$ cat src/design/lep_pkg.sv
`timescale 1ns / 1ps
// ============================================================================
// lep_pkg
// Shared types, register indexes and constants for the line edge PID
// steering block.
// ============================================================================
package lep_pkg;

    localparam int LINE_PIXELS_DEF = 128;
    localparam int QUEUE_DEPTH_DEF = 4;

    localparam int PIX_W    = 10;
    localparam int DIFF_W   = PIX_W + 1;
    localparam int ERR_W    = 7;
    localparam int CMD_W    = 8;
    localparam int GAIN_W   = 16;
    localparam int UCFG_W   = 7;
    localparam int INTEG_W  = 32;
    localparam int DTERM_W  = 4;
    localparam int SUM_W    = 48;
    localparam int CFG_IDX_W  = 3;
    localparam int CFG_DATA_W = 16;

    localparam logic signed [GAIN_W-1:0] GAIN_P_RST       = 16'sd256;
    localparam logic signed [GAIN_W-1:0] GAIN_D_RST       = 16'sd0;
    localparam logic signed [GAIN_W-1:0] GAIN_I_RST       = 16'sd0;
    localparam logic [UCFG_W-1:0]        CENTER_INDEX_RST = 7'd64;
    localparam logic [UCFG_W-1:0]        SERVO_CENTER_RST = 7'd85;
    localparam logic [UCFG_W-1:0]        SERVO_LIMIT_RST  = 7'd30;
    localparam logic [CMD_W-1:0]         HELD_CMD_RST     = 8'd85;

    typedef enum logic [CFG_IDX_W-1:0] {
        CFG_GAIN_P       = 3'd0,
        CFG_GAIN_D       = 3'd1,
        CFG_GAIN_I       = 3'd2,
        CFG_CENTER_INDEX = 3'd3,
        CFG_SERVO_CENTER = 3'd4,
        CFG_SERVO_LIMIT  = 3'd5
    } cfg_idx_t;

    typedef struct packed {
        logic [PIX_W-1:0] pixel_value;
        logic             line_end;
    } pixel_in_t;

    typedef struct packed {
        logic signed [ERR_W-1:0] line_error;
        logic [CMD_W-1:0]        servo_cmd;
        logic                    in_range;
    } steer_out_t;

    typedef struct packed {
        logic signed [GAIN_W-1:0] gain_p;
        logic signed [GAIN_W-1:0] gain_d;
        logic signed [GAIN_W-1:0] gain_i;
        logic [UCFG_W-1:0]        center_index;
        logic [UCFG_W-1:0]        servo_center;
        logic [UCFG_W-1:0]        servo_limit;
    } cfg_t;

    // (a - b) / 20 truncated toward zero, for a difference in -127..127.
    // Magnitude times 205 / 4096 is exact over that range.
    function automatic logic signed [DTERM_W-1:0] div20(input logic signed [7:0] v);
        logic [6:0]  mag;
        logic [14:0] prod;
        logic [2:0]  q;
        begin
            mag  = v[7] ? 7'(-v) : v[6:0];
            prod = 15'(mag) * 15'd205;
            q    = prod[14:12];
            div20 = v[7] ? -$signed({1'b0, q}) : $signed({1'b0, q});
        end
    endfunction

endpackage

$ cat src/design/lep_front.sv
`timescale 1ns / 1ps
// ============================================================================
// lep_front
// Pixel intake: running max/min of neighbor differences and the line error
// pushed to the queue at the end of each line.
// ============================================================================
module lep_front import lep_pkg::*; #(
    parameter int LINE_PIXELS = LINE_PIXELS_DEF
) (
    input  logic                    aclk,
    input  logic                    aresetn,
    input  logic                    s_valid,
    output logic                    s_ready,
    input  pixel_in_t               s_data,
    input  logic [UCFG_W-1:0]       center_index,
    input  logic                    q_full,
    output logic                    q_push,
    output logic signed [ERR_W-1:0] q_err
);

    localparam int IDX_W = $clog2(LINE_PIXELS);
    localparam logic [IDX_W-1:0] LAST_IDX = IDX_W'(LINE_PIXELS - 1);

    logic [PIX_W-1:0]         prev_reg;
    logic [IDX_W-1:0]         idx_reg;
    logic signed [DIFF_W-1:0] max_reg, min_reg, max_next, min_next;
    logic [IDX_W-1:0]         max_idx_reg, min_idx_reg, max_idx_next, min_idx_next;

    logic signed [DIFF_W-1:0] diff;
    logic [IDX_W-1:0]         di;
    logic                     accept, last;
    logic [7:0]               idx_sum;
    logic [6:0]               mid;
    logic signed [8:0]        err_wide;

    assign s_ready = !q_full;
    assign accept  = s_valid && s_ready;
    assign last    = s_data.line_end || (idx_reg == LAST_IDX);
    assign q_push  = accept && last;

    assign diff = $signed({1'b0, prev_reg}) - $signed({1'b0, s_data.pixel_value});
    assign di   = idx_reg - 1'b1;

    always_comb begin
        max_next     = max_reg;
        min_next     = min_reg;
        max_idx_next = max_idx_reg;
        min_idx_next = min_idx_reg;
        if (idx_reg != '0) begin
            if (di == '0) begin
                max_next     = diff;
                min_next     = diff;
                max_idx_next = '0;
                min_idx_next = '0;
            end else begin
                if (diff > max_reg) begin
                    max_next     = diff;
                    max_idx_next = di;
                end
                if (diff < min_reg) begin
                    min_next     = diff;
                    min_idx_next = di;
                end
            end
        end
    end

    // midpoint of the max and min edge indices minus center, saturated to the signed ERR_W range
    assign idx_sum  = 8'(max_idx_next) + 8'(min_idx_next);
    assign mid      = idx_sum[7:1];
    assign err_wide = $signed({2'b00, mid}) - $signed({2'b00, center_index});

    always_comb begin
        if (err_wide > 9'sd63) begin
            q_err = 7'sd63;
        end else if (err_wide < -9'sd64) begin
            q_err = -7'sd64;
        end else begin
            q_err = err_wide[ERR_W-1:0];
        end
    end

    always_ff @(posedge aclk) begin
        if (!aresetn) begin
            prev_reg    <= '0;
            idx_reg     <= '0;
            max_reg     <= '0;
            min_reg     <= '0;
            max_idx_reg <= '0;
            min_idx_reg <= '0;
        end else if (accept) begin
            if (last) begin
                prev_reg    <= '0;
                idx_reg     <= '0;
                max_reg     <= '0;
                min_reg     <= '0;
                max_idx_reg <= '0;
                min_idx_reg <= '0;
            end else begin
                prev_reg    <= s_data.pixel_value;
                idx_reg     <= idx_reg + 1'b1;
                max_reg     <= max_next;
                min_reg     <= min_next;
                max_idx_reg <= max_idx_next;
                min_idx_reg <= min_idx_next;
            end
        end
    end

endmodule

$ cat src/design/lep_fifo.sv
`timescale 1ns / 1ps
// ============================================================================
// lep_fifo
// Short queue of line errors between the pixel front end and the PID back
// end.
// ============================================================================
module lep_fifo import lep_pkg::*; #(
    parameter int DEPTH = QUEUE_DEPTH_DEF
) (
    input  logic                    aclk,
    input  logic                    aresetn,
    input  logic                    push,
    input  logic signed [ERR_W-1:0] wdata,
    output logic                    full,
    input  logic                    pop,
    output logic                    rvalid,
    output logic signed [ERR_W-1:0] rdata
);

    localparam int PTR_W = (DEPTH > 1) ? $clog2(DEPTH) : 1;
    localparam int CNT_W = $clog2(DEPTH + 1);
    localparam logic [PTR_W-1:0] LAST_PTR = PTR_W'(DEPTH - 1);
    localparam logic [CNT_W-1:0] FULL_CNT = CNT_W'(DEPTH);

    logic signed [ERR_W-1:0] entry_reg [DEPTH];
    logic [PTR_W-1:0]        wr_ptr_reg, rd_ptr_reg;
    logic [CNT_W-1:0]        cnt_reg;
    logic                    do_push, do_pop;

    assign full    = (cnt_reg == FULL_CNT);
    assign rvalid  = (cnt_reg != '0);
    assign rdata   = entry_reg[rd_ptr_reg];
    assign do_push = push && !full;
    assign do_pop  = pop && rvalid;

    always_ff @(posedge aclk) begin
        if (do_push) begin
            entry_reg[wr_ptr_reg] <= wdata;
        end
    end

    always_ff @(posedge aclk) begin
        if (!aresetn) begin
            wr_ptr_reg <= '0;
            rd_ptr_reg <= '0;
            cnt_reg    <= '0;
        end else begin
            if (do_push) begin
                wr_ptr_reg <= (wr_ptr_reg == LAST_PTR) ? '0 : wr_ptr_reg + 1'b1;
            end
            if (do_pop) begin
                rd_ptr_reg <= (rd_ptr_reg == LAST_PTR) ? '0 : rd_ptr_reg + 1'b1;
            end
            case ({do_push, do_pop})
                2'b10:   cnt_reg <= cnt_reg + 1'b1;
                2'b01:   cnt_reg <= cnt_reg - 1'b1;
                default: cnt_reg <= cnt_reg;
            endcase
        end
    end

endmodule

$ cat src/design/lep_back.sv
`timescale 1ns / 1ps
// ============================================================================
// lep_back
// PID pipeline: integral and derivative update, gain products, sum, range
// test and servo command, with the result register on the output channel.
// ============================================================================
module lep_back import lep_pkg::*; (
    input  logic                    aclk,
    input  logic                    aresetn,
    input  cfg_t                    cfg,
    input  logic                    q_valid,
    input  logic signed [ERR_W-1:0] q_err,
    output logic                    q_pop,
    output logic                    m_valid,
    input  logic                    m_ready,
    output steer_out_t              m_data
);

    localparam logic signed [INTEG_W:0] INT_MAX33 = 33'sh0_7FFF_FFFF;
    localparam logic signed [INTEG_W:0] INT_MIN33 = -33'sh0_8000_0000;

    // whole pipeline moves unless a finished result is waiting
    logic advance;

    // loop state across lines
    logic signed [INTEG_W-1:0] integ_reg;
    logic signed [ERR_W-1:0]   last_err_reg;
    logic [CMD_W-1:0]          held_reg;

    // stage A
    logic                      a_valid_reg;
    logic signed [ERR_W-1:0]   a_err_reg;
    logic signed [DTERM_W-1:0] a_dterm_reg;
    logic signed [INTEG_W-1:0] a_integ_reg;
    // stage B
    logic                      b_valid_reg;
    logic signed [ERR_W-1:0]   b_err_reg;
    logic signed [22:0]        b_p_reg;
    logic signed [19:0]        b_d_reg;
    logic signed [SUM_W-1:0]   b_i_reg;
    // stage C
    logic                      c_valid_reg;
    logic signed [ERR_W-1:0]   c_err_reg;
    logic signed [SUM_W-1:0]   c_sum_reg;
    // output
    logic                      m_valid_reg;
    steer_out_t                m_data_reg;

    logic signed [INTEG_W:0]   integ_wide;
    logic signed [INTEG_W-1:0] integ_next;
    logic signed [7:0]         ddiff;
    logic signed [22:0]        p_prod;
    logic signed [19:0]        d_prod;
    logic signed [SUM_W-1:0]   i_prod;
    logic signed [SUM_W-1:0]   sum_next;
    logic signed [SUM_W-1:0]   lim;
    logic                      in_lim;
    logic [15:0]               adj;
    logic signed [15:0]        quot;
    logic signed [9:0]         cmd_wide;
    logic [CMD_W-1:0]          cmd_sat;
    logic [CMD_W-1:0]          held_next;

    assign advance = !m_valid_reg || m_ready;
    assign q_pop   = advance && q_valid;

    // stage A logic
    assign integ_wide = $signed({integ_reg[INTEG_W-1], integ_reg})
                      + $signed({{(INTEG_W + 1 - ERR_W){q_err[ERR_W-1]}}, q_err});
    always_comb begin
        if (integ_wide > INT_MAX33) begin
            integ_next = INT_MAX33[INTEG_W-1:0];
        end else if (integ_wide < INT_MIN33) begin
            integ_next = INT_MIN33[INTEG_W-1:0];
        end else begin
            integ_next = integ_wide[INTEG_W-1:0];
        end
    end
    assign ddiff = $signed({last_err_reg[ERR_W-1], last_err_reg})
                 - $signed({q_err[ERR_W-1], q_err});

    // stage B logic
    assign p_prod = $signed(a_err_reg) * $signed(cfg.gain_p);
    assign d_prod = $signed(a_dterm_reg) * $signed(cfg.gain_d);
    assign i_prod = $signed(a_integ_reg) * $signed(cfg.gain_i);

    // stage C logic
    assign sum_next = b_i_reg
                    + $signed({{(SUM_W - 23){b_p_reg[22]}}, b_p_reg})
                    + $signed({{(SUM_W - 20){b_d_reg[19]}}, b_d_reg});

    // output stage logic
    assign lim    = $signed({{(SUM_W - UCFG_W - 8){1'b0}}, cfg.servo_limit, 8'b0});
    assign in_lim = (c_sum_reg > -lim) && (c_sum_reg < lim);
    // inside the limit the sum fits 16 bits; bias negatives to truncate toward zero
    assign adj      = c_sum_reg[15:0] + (c_sum_reg[SUM_W-1] ? 16'd255 : 16'd0);
    assign quot     = $signed(adj) >>> 8;
    assign cmd_wide = $signed({3'b000, cfg.servo_center}) + $signed(quot[9:0]);
    always_comb begin
        if (cmd_wide < 10'sd0) begin
            cmd_sat = '0;
        end else if (cmd_wide > 10'sd255) begin
            cmd_sat = 8'd255;
        end else begin
            cmd_sat = cmd_wide[CMD_W-1:0];
        end
    end
    assign held_next = in_lim ? cmd_sat : held_reg;

    always_ff @(posedge aclk) begin
        if (!aresetn) begin
            integ_reg    <= '0;
            last_err_reg <= '0;
            held_reg     <= HELD_CMD_RST;
            a_valid_reg  <= 1'b0;
            b_valid_reg  <= 1'b0;
            c_valid_reg  <= 1'b0;
            m_valid_reg  <= 1'b0;
        end else if (advance) begin
            a_valid_reg <= q_valid;
            b_valid_reg <= a_valid_reg;
            c_valid_reg <= b_valid_reg;
            m_valid_reg <= c_valid_reg;
            if (q_valid) begin
                integ_reg    <= integ_next;
                last_err_reg <= q_err;
            end
            if (c_valid_reg) begin
                held_reg <= held_next;
            end
        end
    end

    always_ff @(posedge aclk) begin
        if (advance) begin
            a_err_reg   <= q_err;
            a_dterm_reg <= div20(ddiff);
            a_integ_reg <= integ_next;
            b_err_reg   <= a_err_reg;
            b_p_reg     <= p_prod;
            b_d_reg     <= d_prod;
            b_i_reg     <= i_prod;
            c_err_reg   <= b_err_reg;
            c_sum_reg   <= sum_next;
            m_data_reg.line_error <= c_err_reg;
            m_data_reg.servo_cmd  <= held_next;
            m_data_reg.in_range   <= in_lim;
        end
    end

    assign m_valid = m_valid_reg;
    assign m_data  = m_data_reg;

endmodule

$ cat src/design/line_edge_pid_steering.sv
`timescale 1ns / 1ps
// ============================================================================
// line_edge_pid_steering
// Line-scan camera edge finder with PID servo steering.
// ============================================================================
// Throughput: one pixel beat per cycle while the queue has room; one result
// beat per cycle while m_ready is high. After the last pixel beat of a line,
// its result passes the queue, integral stage, product stage, sum stage and
// result register. The error queue decouples pixel intake from output stalls.
// Reset: config registers to defaults, line state and integral cleared,
// held servo command 85.
module line_edge_pid_steering import lep_pkg::*; #(
    parameter int LINE_PIXELS = LINE_PIXELS_DEF,
    parameter int QUEUE_DEPTH = QUEUE_DEPTH_DEF
) (
    input  logic                  aclk,
    input  logic                  aresetn,
    input  logic                  s_valid,
    output logic                  s_ready,
    input  pixel_in_t             s_data,
    output logic                  m_valid,
    input  logic                  m_ready,
    output steer_out_t            m_data,
    input  logic                  cfg_we,
    input  logic [CFG_IDX_W-1:0]  cfg_index,
    input  logic [CFG_DATA_W-1:0] cfg_wdata
);

    cfg_t                    cfg_reg;
    logic                    q_full, q_push, q_pop, q_valid;
    logic signed [ERR_W-1:0] q_wdata, q_rdata;

    always_ff @(posedge aclk) begin
        if (!aresetn) begin
            cfg_reg.gain_p       <= GAIN_P_RST;
            cfg_reg.gain_d       <= GAIN_D_RST;
            cfg_reg.gain_i       <= GAIN_I_RST;
            cfg_reg.center_index <= CENTER_INDEX_RST;
            cfg_reg.servo_center <= SERVO_CENTER_RST;
            cfg_reg.servo_limit  <= SERVO_LIMIT_RST;
        end else if (cfg_we) begin
            unique case (cfg_idx_t'(cfg_index))
                CFG_GAIN_P:       cfg_reg.gain_p       <= cfg_wdata;
                CFG_GAIN_D:       cfg_reg.gain_d       <= cfg_wdata;
                CFG_GAIN_I:       cfg_reg.gain_i       <= cfg_wdata;
                CFG_CENTER_INDEX: cfg_reg.center_index <= cfg_wdata[UCFG_W-1:0];
                CFG_SERVO_CENTER: cfg_reg.servo_center <= cfg_wdata[UCFG_W-1:0];
                CFG_SERVO_LIMIT:  cfg_reg.servo_limit  <= cfg_wdata[UCFG_W-1:0];
                default: ;
            endcase
        end
    end

    lep_front #(
        .LINE_PIXELS (LINE_PIXELS)
    ) u_front (
        .aclk         (aclk),
        .aresetn      (aresetn),
        .s_valid      (s_valid),
        .s_ready      (s_ready),
        .s_data       (s_data),
        .center_index (cfg_reg.center_index),
        .q_full       (q_full),
        .q_push       (q_push),
        .q_err        (q_wdata)
    );

    lep_fifo #(
        .DEPTH (QUEUE_DEPTH)
    ) u_fifo (
        .aclk    (aclk),
        .aresetn (aresetn),
        .push    (q_push),
        .wdata   (q_wdata),
        .full    (q_full),
        .pop     (q_pop),
        .rvalid  (q_valid),
        .rdata   (q_rdata)
    );

    lep_back u_back (
        .aclk    (aclk),
        .aresetn (aresetn),
        .cfg     (cfg_reg),
        .q_valid (q_valid),
        .q_err   (q_rdata),
        .q_pop   (q_pop),
        .m_valid (m_valid),
        .m_ready (m_ready),
        .m_data  (m_data)
    );

endmodule

$ cat config.mk
export PLATFORM = sky130hd
export DESIGN_NAME = line_edge_pid_steering
export DESIGN_NICKNAME = d
export VERILOG_FILES = /design/src/design/lep_pkg.sv /design/src/design/lep_front.sv /design/src/design/lep_fifo.sv /design/src/design/lep_back.sv /design/src/design/line_edge_pid_steering.sv
export SDC_FILE = /design/constraint.sdc
export NUM_CORES = 2
export LEC_CHECK = 0
export ABC_AREA = 0
export BUFFER_PORTS_ARGS = -buffer_cell sky130_fd_sc_hd__buf_2
export CAP_MARGIN = 20
export CORE_MARGIN = 8
export CORE_UTILIZATION = 42
export CTS_CLUSTER_DIAMETER = 120
export DETAILED_ROUTE_END_ITERATION = 8
export PLACE_DENSITY = 0.55
export SLEW_MARGIN = 5
export SYNTH_ARGS = -nofsm -noshare
export SYNTH_HDL_FRONTEND = slang
export SYNTH_HIERARCHICAL = 1
export SYNTH_SLANG_ARGS = --single-unit
$ cat constraint.sdc
create_clock -name aclk -period 17.42 [get_ports aclk]
set_input_delay 0.871 -clock aclk [delete_from_list [all_inputs] [get_ports aclk]]
set_output_delay 0.871 -clock aclk [all_outputs]
set_load 0.005 [all_outputs]
After elaboration in Yosys (flattened, before gate mapping)
Memories as Yosys holds them, arrays and structs flattened. A register that Yosys moved wholly into a read port is not among the register bits. Cells that the tools add are included. W data, S select, Z words.

$mul: 4. Div/mod/pow operators: 0. $lt $le $gt $ge: 10. Reduce and logical (&&, ||, !) cells: 28. Equal/unequal tests: 11. $add $sub $neg: 18. Muxes and demuxes: 35. Bitwise operators: 0. Shift operators: 0.

Operators with widths (count): $mux W11 (8); $mux W7 (12); $mux W32 (2); $add A48 B20 Y48 (1); $add A48 B23 Y48 (1); $gt A48 B48 Y1 (1); $lt A48 B16 Y1 (1); $mul A32 B16 Y48 (1); $neg A15 Y48 (1); $add A32 B7 Y33 (1); $gt A33 B32 Y1 const B (1); $lt A33 B32 Y1 const B (1); $mux W8 (4); $mul A7 B16 Y23 (1); $mul A4 B16 Y20 (1); $add A16 B8 Y16 (1); $reduce_and A2 Y1 (8); $sub A7 B7 Y8 (2); $mul A7 B8 Y15 const B (1); $gt A11 B11 Y1 (1); $lt A11 B11 Y1 (1); $sub A10 B10 Y11 (1); $gt A10 B9 Y1 const B (1); $lt A10 B1 Y1 const B (1); 31 further kinds (52).

Memory bits (read-only): 0. Memories: 1. Word-level logic and storage cells: 142. Latch bits: 0. Flip-flop bits (word level): 392. Bits in writable memories: 28. Input bits: 35. Output and inout bits: 18.

Memories: u_fifo.entry_reg (depth 4, bits a word 7, read ports 1, clocked after memory_dff 1, write ports 1, line lep_fifo.sv:25) `logic signed [ERR_W-1:0] entry_reg [DEPTH];`.

Logic depth before layout (Yosys ltp)
Depth in word-level cells: 10. Mapped depth: 34. Depth with buffers taken out: 34.

By module
The synthesis kept the hierarchy.

By module, submodules not included: lep_back (times used 1, cells each 4188, area an instance 40363.7 µm², seq. area each 7387.1 µm²); lep_front (times used 1, cells each 510, area an instance 3997.6 µm², seq. area each 1061.0 µm²); line_edge_pid_steering (times used 1, cells each 255, area an instance 2630.0 µm², seq. area each 1381.3 µm²); lep_fifo (times used 1, cells each 93, area an instance 1502.7 µm², seq. area each 1021.0 µm²).

Worst setup path after synthesis
OpenSTA, ideal clock, no wires.

Path kind: input-to-reg. Start point: input port m_ready. End point: register u_fifo.cnt_reg[2]. Setup time: 76 ps. Path slack: 9601 ps. Data required time: 17344 ps. Cell stages on the path: 13. Arrival: 7744 ps. Buffers on the path: 1. Cell sequence: nor2b_1 -> inv_1 -> nand2_1 -> clkinv_1 -> clkbuf_1 -> o31ai_1 -> inv_1 -> ha_1 -> inv_1 -> fa_1 -> xor2_1 -> or3_1 -> a21boi_0.

Cells in the longest elaborated chain, start to end: 5. Elaborated cells between the ends (all ways): 7. Those cells by class: eq/ne: 2; mux: 1; reduce/logical: 4.

Ends and longest elaborated chain: start: declaration (line line_edge_pid_steering.sv:22) `input logic m_ready,`; $logic_or A1 B1 Y1 * (line lep_back.sv:64) `assign advance = !m_valid_reg || m_ready;`; $logic_and A1 B1 Y1 * (line lep_back.sv:65) `assign q_pop = advance && q_valid;`; via q_pop (line line_edge_pid_steering.sv:30) `logic q_full, q_push, q_pop, q_valid;`; $logic_and A1 B1 Y1 * (line lep_fifo.sv:34) `assign do_pop = pop && rvalid;`; via u_fifo.do_pop (line lep_fifo.sv:28) `logic do_push, do_pop;`; $eq A2 B1 Y1 or $eq A2 B2 Y1 (tied branches) (line lep_fifo.sv:54) `case ({do_push, do_pop})`; $pmux W3 S2 or $reduce_bool A2 Y1 (tied branches); end signal: assignment (line lep_fifo.sv:55) `2'b10: cnt_reg <= cnt_reg + 1'b1;`; end signal: assignment (line lep_fifo.sv:56) `2'b01: cnt_reg <= cnt_reg - 1'b1;`; end signal: assignment (line lep_fifo.sv:57) `default: cnt_reg <= cnt_reg;`; end: declaration (line lep_fifo.sv:27) `logic [CNT_W-1:0] cnt_reg;`.

The timed path passes the listed nets; every way through them passes the cells marked *. A chain may end at the register's enable or synchronous reset.

Final worst setup path
Start point: register u_front.prev_reg[0]. End point: memory u_fifo.entry_reg[3][3] (data pin).

Cells in the longest elaborated chain, start to end: 10. Elaborated cells between the ends (all ways): 15. Those cells by class: add/sub: 3; order compare: 4; mux: 8.

Ends and longest elaborated chain: start: declaration (line lep_front.sv:24) `logic [PIX_W-1:0] prev_reg;`; start signal: assignment (line lep_front.sv:100) `prev_reg <= s_data.pixel_value;`; $sub A10 B10 Y11 * (line lep_front.sv:41) `assign diff = $signed({1'b0, prev_reg}) - $signed({1'b0, s_data.pixel_value});`; $gt A11 B11 Y1 or $lt A11 B11 Y1 (tied branches) (line lep_front.sv:56, lep_front.sv:60); $mux W7, on equally long branches (line lep_front.sv:56, lep_front.sv:60); $mux W7 (line lep_front.sv:50) `if (di == '0) begin`; $mux W7 (line lep_front.sv:49) `if (idx_reg != '0) begin`; $add A7 B7 Y8 * (line lep_front.sv:69) `assign idx_sum = 8'(max_idx_next) + 8'(min_idx_next);`; $sub A7 B7 Y8 * (line lep_front.sv:71) `assign err_wide = $signed({2'b00, mid}) - $signed({2'b00, center_index});`; $lt A9 B7 Y1 (line lep_front.sv:76) `end else if (err_wide < -9'sd64) begin`; $mux W7 (line lep_front.sv:76); $mux W7 * (line lep_front.sv:74) `if (err_wide > 9'sd63) begin`; via q_wdata[3] (line line_edge_pid_steering.sv:31) `logic signed [ERR_W-1:0] q_wdata, q_rdata;`; end: declaration (line lep_fifo.sv:25).

Marks and branches as above.

==> run metrics <==
max reg flops 69; synthesized area 48,500 µm²; status finished, final reports clean; final core occ 45.4%; post-synth net total 6,179; Worst path max stage delay 0.51 ns; CP max-delay cell mux2i_1; top-count cell post-synth inv_1; CP Data Required Time 17.74 ns; global route total overflow 0; total CTS buffers 53; CTS Buffer Depth 3; Inserted Diodes 0; Yosys cell types 98; initial antenna violation count 3; port buffer count 52; Tmin final 7.50 ns; postcts setup bufs 0; Worst-path clk slew 0.06 ns; starting density of the core 42.4%; leakage 24.8 nW; clk_lat worst skew 0.67 ns; Remaining DRCs 0; share of layout cells above drive strength 1 4.80%; P per Cell Area 178 nW/µm²; Iter 0 DRT Violations 1,714; part of the power in the clock network 12.0%; Die Area 127,000 µm²; area leader, netlist fa_1; Arrival @ worst endpoint 7.83 ns; Final Cell Area 52,000 µm²; number of synthesized flops with an enable pin 240; yosys warns 6; type of element launching the critical path flip-flop; Crit Path Max Fanout 7; Clock Skews 0.0682 ns; top_reg_cell synth edfxtp_1; Seq cells post-synth 422; CTS Root Cell clkbuf_16; Area Overhead vs Synth 7.30%; RSZ-0062 raised after global routing false; critical path capture point type flip-flop; net switching power 4.38 mW; Peak supply drop 342 µV; final hold vios 0; final setup fails 0; final setup TNS 0 ns; WS Path Type reg2reg; # rows 124; CTS Sinks 422; largest net degree at the start of global routing 146; largest cells by area after synthesis fa_1 27%, edfxtp_1 15%, ha_1 11%; register share of total power 21.9%; Synth top cells by count 831 x inv_1, 666 x fa_1, 633 x nand2_1, 432 x ha_1, 318 x and2_1; number of global-route vias before repair 35,739; cts hold-fix bufs 0; Cells after Synth 5,046; Crit path top cell by count a21oi_1; fraction of registers with async set/reset 0%; sequential-to-total area share from yosys stat 22.4%; Hold Crit Class reg2reg; period utilization 43.1%; Post-DP Area 50,200 µm²; Comb pwr share 66.1%; per-cell routed wire length 17.6 µm; CTS tree built; post-synth top area share 27.5%; switching share of power 47.4%; I/O pins 53; ANT nets after route 0; Max Cap Viol 0; P_int 4.86 mW; Die Y 356 µm; H-tree Lvls 2; R2R depth 31; fmax 0.133 GHz; die width 356 µm; Final Wtd Congestion 0.842; Final #Nets 6,151; Slew @ Worst Pin 1.08 ns; max-slew violations 0; Syn Area/Cell 9.61 µm²; WL final 116,000 µm; Overall Global Routing Usage 18.5%; first-pass GRT wire length 191,000 µm; Cells on Worst Hold Path 0; post-DP HPWL 89,900 µm; core area 115,000 µm²; Rel. slew slack 27.5%; DR vias 33,809; vias per std cell 5.14; post-CTS sizing 0; DRT Pass-1 Iters 5
layout by cell type, fill, tap and decap left out, types with 19 or more instances in the layout:
master | Yosys | layout
inv_1 | 831 | 830
fa_1 | 666 | 666
nand2_1 | 633 | 633
ha_1 | 432 | 432
and2_1 | 318 | 318
edfxtp_1 | 240 | 240
a21oi_1 | 187 | 187
dfxtp_1 | 182 | 182
nor2_1 | 169 | 169
xnor2_1 | 161 | 161
o21ai_0 | 160 | 160
a21o_1 | 110 | 110
mux2i_1 | 81 | 80
nor2b_1 | 65 | 65
nand3_1 | 59 | 59
xor2_1 | 57 | 57
clkbuf_16 | 0 | 54
buf_2 | 13 | 52
nand2b_1 | 48 | 48
a21boi_0 | 42 | 42
nor3_1 | 36 | 36
buf_4 | 2 | 34
nand4_1 | 34 | 34
a31oi_1 | 30 | 29
o21bai_1 | 28 | 28
o21a_1 | 28 | 28
a211oi_1 | 24 | 24
nor4_1 | 22 | 22
and3_1 | 19 | 19
final cells by class:
class                   instances  area (µm²)
inverters                     833        3130
multi-input cells            3619       33800
repair buffers                 89         562
clock buffers                  71        1480
clock inverters                29         293
flip-flops and latches        422       10900
well taps                    1512        1890
fillers                     11142       62500
power groups by stage:
stage / Sequential, mW / Clock, mW / Combinational [mW]
finish: 2.03 / 1.11 / 6.11
global route: 2.07 / 1.19 / 7.13
CTS: 2.02 / 1.15 / 6.21
detailed placement: 2.04 / 0 / 6.16
global placement: 2.04 / 0 / 6.09
floorplan: 1.79 / 0 / 4.88
per-stage QoR:
stage               std cells  hold slack (ns)  setup WS [ns]  power (mW)
finish                   6575            0.418           9.92        9.24
global route             6575            0.420           9.28        10.4
CTS                      6574            0.418           9.92        9.39
detailed placement       6474            0.405           9.38        8.20
global placement         6472            0.401           9.45        8.12
floorplan                5046            0.400           9.60        6.67
cell families after synthesis:
| family | Yosys count | synth area share, % |
|---|---|---|
| xor gates and xnor gates | 219 | 3.99 |
| and+or+nand+nor | 1464 | 14.8 |
| DFF | 422 | 22.4 |
| AOI/OAI and AO/OA | 729 | 9.85 |
| muxes | 98 | 2.23 |
| buffers and inverters | 1005 | 7.89 |
| adders and majority gates | 1109 | 38.9 |
metal layers:
metal	track usage, %	vias to the layer above	routed length, µm
met5	0	-	0
met2	30.5	605	52700
met3	3.57	137	6310
met1	25.3	16805	54200
li1	-	16262	-
met4	4.45	0	2610
final timing paths:
check	end	slack, ns	startpoint
setup / recovery	u_fifo/entry_reg[3][3]	9.92	u_front/prev_reg[0]
hold / removal	u_back/c_err_reg[4]	0.42	u_back/b_err_reg[4]
setup reg to reg	u_fifo/entry_reg[3][3]	9.92	u_front/prev_reg[0]
hold reg to reg	u_back/c_err_reg[4]	0.42	u_back/b_err_reg[4]
worst max-delay path: cells and delay by family (launching register included):
family                     cells  cell delay (ns)
AOI/OAI and AO/OA             16             2.99
adders and majority gates      5             1.61
and+or+nand+nor                6             1.38
muxes                          1             0.51
DFF                            1             0.31
xor gates and xnor gates       1             0.26
buffers and inverters          2             0.11
Power figures use the tool's default switching activity.
